--- config.mk ---
export PLATFORM = sky130hd
export DESIGN_NAME = ur_string_header_parser
export DESIGN_NICKNAME = d
export VERILOG_FILES = /design/src/design/ushp_pkg.sv /design/src/design/ushp_in_stage.sv /design/src/design/ushp_step.sv /design/src/design/ushp_out_stage.sv /design/src/design/ur_string_header_parser.sv
export SDC_FILE = /design/constraint.sdc
export NUM_CORES = 1
export LEC_CHECK = 0
export ABC_AREA = 1
export BUFFER_PORTS_ARGS = -buffer_cell sky130_fd_sc_hd__clkbuf_2
export CORE_MARGIN = 1.5
export CORE_UTILIZATION = 45
export DETAILED_ROUTE_END_ITERATION = 10
export PLACE_DENSITY = 0.66
export SLEW_MARGIN = 25
export SYNTH_ARGS = -nofsm -noshare
export SYNTH_HDL_FRONTEND = slang
export SYNTH_HIERARCHICAL = 1
export SYNTH_SLANG_ARGS = --single-unit
--- constraint.sdc ---
create_clock -name clk -period 3.7 [get_ports clk]
set_clock_uncertainty 0.2 [all_clocks]
set_input_delay 0.185 -clock clk [delete_from_list [all_inputs] [get_ports clk]]
set_output_delay 0.185 -clock clk [all_outputs]
set_load 0.01 [all_outputs]
--- src/design/ushp_pkg.sv ---
// types and constants for the ur header parser
package ushp_pkg;

    localparam int SEG_CAP    = 10;
    localparam int KEPT_W     = $clog2(SEG_CAP + 1);
    localparam int IDX_W      = 4;
    localparam int PREFIX_LEN = 3;

    localparam logic [7:0] CHAR_U      = 8'h75;
    localparam logic [7:0] CHAR_R      = 8'h72;
    localparam logic [7:0] CHAR_COLON  = 8'h3a;
    localparam logic [7:0] CHAR_SLASH  = 8'h2f;
    localparam logic [7:0] CHAR_HYPHEN = 8'h2d;

    typedef struct packed {
        logic [7:0] ch;
        logic       last;
    } item_t;

    typedef struct packed {
        logic [7:0]       lower_char;
        logic             in_kept_segment;
        logic [IDX_W-1:0] segment_index;
        logic             segment_first;
        logic             done_res;
        logic             accepted;
        logic [IDX_W-1:0] seg_total;
    } result_t;

endpackage

--- src/design/ushp_in_stage.sv ---
// input register for one character word
module ushp_in_stage
    import ushp_pkg::*;
(
    input  logic  clk,
    input  logic  rst_n,
    input  logic  in_valid,
    output logic  in_stall,
    input  logic  [7:0] char_in,
    input  logic  is_last,
    input  logic  take,
    output logic  item_valid,
    output item_t item
);

    logic  valid_reg;
    logic  valid_next;
    item_t item_reg;
    logic  load;

    assign in_stall   = valid_reg && !take;
    assign load       = in_valid && !in_stall;
    assign item_valid = valid_reg;
    assign item       = item_reg;

    always_comb
    begin
        if (load)
        begin
            valid_next = 1'b1;
        end
        else if (take)
        begin
            valid_next = 1'b0;
        end
        else
        begin
            valid_next = valid_reg;
        end
    end

    always_ff @(posedge clk or negedge rst_n)
    begin
        if (!rst_n)
        begin
            valid_reg <= 1'b0;
        end
        else
        begin
            valid_reg <= valid_next;
        end
    end

    always_ff @(posedge clk)
    begin
        if (load)
        begin
            item_reg <= '{ch: char_in, last: is_last};
        end
    end

endmodule

--- src/design/ushp_step.sv ---
// parse state registers and per-character parse logic
module ushp_step
    import ushp_pkg::*;
(
    input  logic    clk,
    input  logic    rst_n,
    input  logic    advance,
    input  item_t   item,
    output result_t res
);

    logic [1:0]        prefix_pos_reg, prefix_pos_next;
    logic              prefix_bad_reg, prefix_bad_next;
    logic              seg_open_reg, seg_open_next;
    logic [KEPT_W-1:0] kept_count_reg, kept_count_next;
    logic              type_bad_reg, type_bad_next;
    logic              type_hyph_reg, type_hyph_next;
    logic              path_nonempty_reg, path_nonempty_next;

    logic [7:0]        c;
    logic [7:0]        want;
    logic              kept;
    logic              first;
    logic              type_ok;
    logic              accept;
    logic [KEPT_W-1:0] idx;

    always_comb
    begin
        c = item.ch;
        if (item.ch >= 8'h41 && item.ch <= 8'h5a)
        begin
            c = item.ch + 8'h20;
        end
    end

    always_comb
    begin
        unique case (prefix_pos_reg)
            2'd0:    want = CHAR_U;
            2'd1:    want = CHAR_R;
            default: want = CHAR_COLON;
        endcase
    end

    assign type_ok = (c >= 8'h61 && c <= 8'h7a) || (c >= 8'h30 && c <= 8'h39)
                     || (c == CHAR_HYPHEN);

    always_comb
    begin
        prefix_pos_next    = prefix_pos_reg;
        prefix_bad_next    = prefix_bad_reg;
        seg_open_next      = seg_open_reg;
        kept_count_next    = kept_count_reg;
        type_bad_next      = type_bad_reg;
        type_hyph_next     = type_hyph_reg;
        path_nonempty_next = path_nonempty_reg;
        kept               = 1'b0;
        first              = 1'b0;
        idx                = '0;

        if (prefix_pos_reg != 2'(PREFIX_LEN))
        begin
            if (c != want)
            begin
                prefix_bad_next = 1'b1;
            end
            prefix_pos_next = prefix_pos_reg + 2'd1;
        end
        else
        begin
            path_nonempty_next = 1'b1;
            if (c == CHAR_SLASH)
            begin
                seg_open_next = 1'b0;
            end
            else
            begin
                if (!seg_open_reg && kept_count_reg < KEPT_W'(SEG_CAP))
                begin
                    seg_open_next   = 1'b1;
                    kept_count_next = kept_count_reg + KEPT_W'(1);
                    first           = 1'b1;
                end
                if (seg_open_next)
                begin
                    kept = 1'b1;
                    idx  = kept_count_next - KEPT_W'(1);
                    if (idx == '0)
                    begin
                        if ((first && c == CHAR_HYPHEN) || !type_ok)
                        begin
                            type_bad_next = 1'b1;
                        end
                        type_hyph_next = (c == CHAR_HYPHEN);
                    end
                end
            end
        end

        accept = item.last && (prefix_pos_next == 2'(PREFIX_LEN)) && !prefix_bad_next
                 && path_nonempty_next && (kept_count_next >= KEPT_W'(2))
                 && !type_bad_next && !type_hyph_next;

        res.lower_char      = c;
        res.in_kept_segment = kept;
        res.segment_index   = IDX_W'(idx);
        res.segment_first   = first;
        res.done_res        = item.last;
        res.accepted        = accept;
        res.seg_total       = accept ? IDX_W'(kept_count_next - KEPT_W'(1)) : '0;
    end

    always_ff @(posedge clk or negedge rst_n)
    begin
        if (!rst_n)
        begin
            prefix_pos_reg    <= '0;
            prefix_bad_reg    <= 1'b0;
            seg_open_reg      <= 1'b0;
            kept_count_reg    <= '0;
            type_bad_reg      <= 1'b0;
            type_hyph_reg     <= 1'b0;
            path_nonempty_reg <= 1'b0;
        end
        else if (advance)
        begin
            if (item.last)
            begin
                prefix_pos_reg    <= '0;
                prefix_bad_reg    <= 1'b0;
                seg_open_reg      <= 1'b0;
                kept_count_reg    <= '0;
                type_bad_reg      <= 1'b0;
                type_hyph_reg     <= 1'b0;
                path_nonempty_reg <= 1'b0;
            end
            else
            begin
                prefix_pos_reg    <= prefix_pos_next;
                prefix_bad_reg    <= prefix_bad_next;
                seg_open_reg      <= seg_open_next;
                kept_count_reg    <= kept_count_next;
                type_bad_reg      <= type_bad_next;
                type_hyph_reg     <= type_hyph_next;
                path_nonempty_reg <= path_nonempty_next;
            end
        end
    end

endmodule

--- src/design/ushp_out_stage.sv ---
// result register for one output word
module ushp_out_stage
    import ushp_pkg::*;
(
    input  logic    clk,
    input  logic    rst_n,
    input  logic    res_valid,
    input  result_t res,
    output logic    take,
    output logic    out_valid,
    input  logic    out_stall,
    output result_t out_res
);

    logic    valid_reg;
    result_t res_reg;

    assign take      = !valid_reg || !out_stall;
    assign out_valid = valid_reg;
    assign out_res   = res_reg;

    always_ff @(posedge clk or negedge rst_n)
    begin
        if (!rst_n)
        begin
            valid_reg <= 1'b0;
        end
        else if (take)
        begin
            valid_reg <= res_valid;
        end
    end

    always_ff @(posedge clk)
    begin
        if (take && res_valid)
        begin
            res_reg <= res;
        end
    end

endmodule

--- src/design/ur_string_header_parser.sv ---
// top level of the ur header parser
// a word taken into the input register is parsed by the step logic and held in the result register
// one character word per cycle while out_stall is low, set by the single parse step
// between the input register and the result register
// reset: rst_n clears all valid flags and the parse state at once
module ur_string_header_parser
    import ushp_pkg::*;
(
    input  logic             clk,
    input  logic             rst_n,
    input  logic             in_valid,
    output logic             in_stall,
    input  logic [7:0]       char_in,
    input  logic             is_last,
    output logic             out_valid,
    input  logic             out_stall,
    output logic [7:0]       lower_char,
    output logic             in_kept_segment,
    output logic [IDX_W-1:0] segment_index,
    output logic             segment_first,
    output logic             done_res,
    output logic             accepted,
    output logic [IDX_W-1:0] seg_total
);

    logic    take;
    logic    item_valid;
    item_t   item;
    result_t res;
    result_t out_res;

    ushp_in_stage u_in (
        .clk        (clk),
        .rst_n      (rst_n),
        .in_valid   (in_valid),
        .in_stall   (in_stall),
        .char_in    (char_in),
        .is_last    (is_last),
        .take       (take),
        .item_valid (item_valid),
        .item       (item)
    );

    ushp_step u_step (
        .clk     (clk),
        .rst_n   (rst_n),
        .advance (item_valid && take),
        .item    (item),
        .res     (res)
    );

    ushp_out_stage u_out (
        .clk       (clk),
        .rst_n     (rst_n),
        .res_valid (item_valid),
        .res       (res),
        .take      (take),
        .out_valid (out_valid),
        .out_stall (out_stall),
        .out_res   (out_res)
    );

    assign lower_char      = out_res.lower_char;
    assign in_kept_segment = out_res.in_kept_segment;
    assign segment_index   = out_res.segment_index;
    assign segment_first   = out_res.segment_first;
    assign done_res        = out_res.done_res;
    assign accepted        = out_res.accepted;
    assign seg_total       = out_res.seg_total;

endmodule

# After elaboration in Yosys (flattened, before gate mapping)

Index checks and enable logic that the tools add are counted.

Register bits: 42
Output and inout bits: 22

$lt $le $gt $ge: 8
Add/subtract/negate cells: 5
Reduce and logical (&&, ||, !) cells: 33
Equal/unequal tests: 7
Mux-type cells: 38
Bitwise operators: 1

Operators with widths:

| kind                  | count |
|---|---|
| $mux W1               | 28 |
| $mux W4               | 6 |
| $eq A8 B6 Y1 const B  | 2 |
| $ge A8 B7 Y1 const B  | 2 |
| $le A8 B7 Y1 const B  | 2 |
| $logic_and A1 B1 Y1   | 14 |
| $pmux W7 S2           | 1 |
| $logic_not A1 Y1      | 9 |
| $add A8 B6 Y8 const B | 1 |
| $ge A8 B6 Y1 const B  | 1 |
| $le A8 B6 Y1 const B  | 1 |
| $mux W8               | 1 |
| $ne A8 B7 Y1          | 1 |
| $sub A4 B1 Y4 const B | 2 |
| $add A4 B1 Y4 const B | 1 |
| $ge A4 B2 Y1 const B  | 1 |
| $logic_not A4 Y1      | 1 |
| $logic_or A1 B1 Y1    | 4 |
| $lt A4 B4 Y1 const B  | 1 |
| $mux W2               | 2 |
| $ne A2 B2 Y1 const B  | 2 |
| $reduce_or A3 Y1      | 1 |
| $add A2 B1 Y2 const B | 1 |
| $eq A2 B1 Y1 const B  | 1 |
| other kinds (6)       | 6 |

# Depth between registers and ports, before layout

Depth after elaboration: 17
Depth in mapped cells: 21
Depth with buffers taken out: 20

# Cells and area by module

Netlist, hierarchy kept.

By module, submodules not included:

| module                  | sequential area each (um2) | cells each | instances | area each (um2) |
|---|---|---|---|---|
| ushp_step               | 275.3                      | 194        | 1         | 1291.2 |
| ushp_out_stage          | 625.6                      | 25         | 1         | 641.9 |
| ushp_in_stage           | 295.3                      | 16         | 1         | 327.8 |
| ur_string_header_parser | 0.0                        | 2          | 1         | 7.5 |

# Worst setup path before layout

OpenSTA, ideal clock, no wires.

Path type: register -> register
Start point: reg u_in.item_reg (netlist bit u_in/item[6])
End point: reg u_out.res_reg (netlist bit u_out/out_res[4]) (data pin)
Arrival: 2.312 ns
Cell stages (with the launch flop): 18
Clock period less this slack: 2.763 ns
Path slack: 0.937 ns
Setup time: 0.251 ns
Cell sequence: edfxtp_1 > ha_1 > nor3_1 > a21oi_2 > nor2_2 > nand3_4 > nand2_4 > nand2_1 > nand2_4 > inv_1 > ha_1 > inv_1 > nand3_1 > nor2_4 > nor2_4 > nand2_4 > inv_2 > buf_4

RTL lines:

| what                     | line                 | text |
|---|---|---|
| start: declaration       | ushp_in_stage.sv:18  | `item_t item_reg;` |
| start signal: assignment | ushp_in_stage.sv:58  | `item_reg <= '{ch: char_in, last: is_last};` |
| end signal: assignment   | ushp_out_stage.sv:38 | `res_reg <= res;` |
| end: declaration         | ushp_out_stage.sv:16 | `result_t res_reg;` |

==> impl_results.md <==
* Status: finished, final reports clean
* CTS max path bufs at 2
* Starting Density at 0.474
* Worst EP required at between 3 and 4 ns
* DRC viols at 0
* Vias per inst at roughly 4.7
* Final setup violation count at 0
* Final GP Congestion at 0.955
* Pleak at 1.24 nW
* Final Hold Vio Count at 0
* Count leader, synth: nand2_1
* Initial antenna violation count at 0
* Total CTS buffers at 5
* Min-delay worst type: in2reg
* Finished Layout Cells at 347
* Cell taking the most area after synthesis: edfxtp_1
* CTS tree: yes
* Total power at 1.05 mW
* Clk_lat worst skew at 0.29 ns
* Min Hold Slack at 0.0726 ns
* Num ports at 35
* Crit start category: flip-flop
* Pwr Density at 395 nW/µm²
* Synth cell count leaders: nand2_1 (43), inv_1 (34), edfxtp_1 (29)
* Worst-Margin Slew at 0.638 ns
* Drt first-iter violations at 86
* Area contributors post-synth: edfxtp_1 (38%), dfrtp_1 (14%), nand2_1 (7.1%)
* Top_reg_cell synth: edfxtp_1
* Area growth syn-to-layout at 16.9%
* Reg clk slew, reported paths at 0.07 ns
* Max rail drop VDD at 0.232 mV
* Post-synthesis cell type count at 31
* Antenna-violating nets left at 0
* Sequential fraction of the synthesis area at 0.527
* Post-CTS Resized at 0
* Minimum clock period at 2.82 ns
* # nets final at 298
* Final slew viol count at 0
* Post-synth EDFFs at 29
* Setup Total Neg Slack at 0 ns
* Diodes inserted at 0
* Core box area at 4790 µm²
* Die W at 74 µm
* Total global-route track usage at 0.160
* Mean Syn Cell Area at 9.57 µm²
* Share of cells above drive strength 1 at 0.279
* Htree depth at 2
* Mapped Cells at about 240
* Period utilisation layout at 0.763
* Clock Tree Root: clkbuf_8
* Worst Setup Slack, final at between 0.8 and 0.9 ns
* Ys Warns at 6
* Die Span Y at 74 µm
* Port Buffer Count at 34
* Clock Sinks at 42
* Max-Cap Viols at 0
* Critical path class: reg2reg
* CP Data Arrival Time at around 2.7 ns
* Die area at 5480 µm²
* Pre-CTS WS at approximately 0.87 ns
* Post-DP HPWL at 2.87 mm
* DP Cell Count at 328
* Number of flip-flops in the largest register at 20
* Routed len/inst at 11.1 µm
* Worst Path Max Fanout at 6
* First-pass GRT wire length at around 6.5 mm
* Path depth of the worst reg2reg path at 16
* Largest net degree at the start of global routing at 21
* Slew HR at 0.574
* Top cell type's share of synthesized area at 0.384
* Async S/R FF share, synth at 0.310
* Area of the mapped netlist at between 2000 and 2500 µm²
* Vias in the first global route at 1505
* CP Capture Type: flip-flop
* Max Freq at 354 MHz
* Remaining Overflow, GRT at 0
* Rows at 25
* Pre-Repair DR Iteration Count at 4
* DRT Wirelength at 3.86 mm
* Routed vias at 1643
* Setup repair after global routing missed its margin: no
* Net count after synthesis at 256
* FF+latch count, synth at 42
* Hold path depth at 3
## critical path, stage by stage (launching register included)
cell      delay, ns
edfxtp_1       0.43
ha_1           0.31
nor3_1         0.24
a21oi_2        0.12
nor2_2         0.16
nand3_4        0.14
nand2_4        0.10
nand2_1        0.09
nand2_4        0.10
inv_1          0.05
ha_1           0.16
inv_1          0.05
nand3_1        0.11
nor2_4         0.14
nor2_4         0.04
nand2_4        0.09
nor2_2         0.04
## cell usage in the layout, fill, tap and decap left out
| cell | synthesis | routed |
|---|---|---|
| a21oi_4 | 0 | 1 |
| nor3_2 | 1 | 1 |
| dfrtp_1 | 13 | 13 |
| ha_1 | 6 | 6 |
| o21ai_2 | 2 | 2 |
| dlygate4sd3_1 | 0 | 11 |
| clkbuf_8 | 0 | 5 |
| nand3_2 | 2 | 2 |
| a22oi_1 | 1 | 1 |
| clkbuf_1 | 0 | 3 |
| clkbuf_2 | 1 | 34 |
| nand4_1 | 2 | 2 |
| edfxtp_1 | 29 | 29 |
| o21ai_0 | 6 | 6 |
| xor2_1 | 2 | 2 |
| and3_1 | 1 | 1 |
| nor2_2 | 7 | 7 |
| nand3b_1 | 2 | 2 |
| o21ai_1 | 2 | 2 |
| nor2_1 | 17 | 17 |
| inv_2 | 4 | 4 |
| nand3_4 | 2 | 2 |
| o22ai_1 | 3 | 3 |
| a21oi_2 | 2 | 2 |
| nor2_4 | 2 | 2 |
| nand2_1 | 43 | 43 |
| nand2_2 | 11 | 11 |
| xnor2_1 | 1 | 1 |
| nand2_4 | 5 | 5 |
| nand3_1 | 16 | 16 |
| a41oi_1 | 1 | 1 |
| inv_1 | 34 | 34 |
| nor3_1 | 2 | 2 |
| a21oi_1 | 8 | 7 |
## path summary, 6_finish.rpt
path	from	slack [ns]	end
setup / recovery	u_in/item[6]	0.88	u_out/out_res[1]
hold / removal	out_stall	0.07	u_out/out_valid
setup reg to reg	u_in/item[6]	0.88	u_out/out_res[1]
hold reg to reg	u_step/type_hyph_reg	0.29	u_step/type_hyph_reg
max in group asynchronous	rst_n	2.95	u_step/type_hyph_reg
min in group asynchronous	rst_n	0.11	u_step/path_nonempty_reg
## report_power, final
| part | switching (mW) | internal [mW] | leakage [nW] |
|---|---|---|---|
| clock | 0.146 | 0.134 | 0.0395 |
| combinational | 0.128 | 0.0759 | 0.749 |
| sequential | 0.0227 | 0.541 | 0.454 |
| total | 0.296 | 0.751 | 1.24 |
## through the flow
step	util	cell area [µm²]
2_1_floorplan	-	2270
3_3_place_gp	0.513	2450
3_5_place_dp	0.513	2450
4_1_cts	0.552	2640
5_1_grt	0.554	2650
6_report	0.554	2650
## layout make-up
cell class	count	area [µm²]
Sequential cell	42	1200
Fill cell	425	2130
Tap cell	67	83.8
Inverter	38	143
Timing Repair Buffer	45	280
Multi-Input combinational cell	147	868
Clock buffer	8	80.1
## cells by family (layout without fill, tap and decap cells)
family	Yosys count	in the layout	share of synthesized area
AO/OA/AOI/OAI	25	25	0.0662
XOR/XNOR	3	3	0.0116
adder cells (fa/ha/maj)	6	6	0.0331
buffers and inverters	48	91	0.0949
flip-flops	42	42	0.527
AND/OR/NAND/NOR	113	113	0.267
## routing by layer
layer,GRT usage,part of all wire,vias to the layer above
met5,0,0,-
met4,0.0679,0.020,0
met3,0.0434,0.057,6
met2,0.263,0.46,45
met1,0.198,0.46,743
li1,-,-,849
## timing repair
action / 4_1_cts / 5_1_grt
setup endpoints to repair: 0 / 0
hold buffers: 11 / 0
hold endpoints to repair: 23 / 0
setup buffers: 0 / 0
No activity file was read; power rests on OpenSTA's default activity.
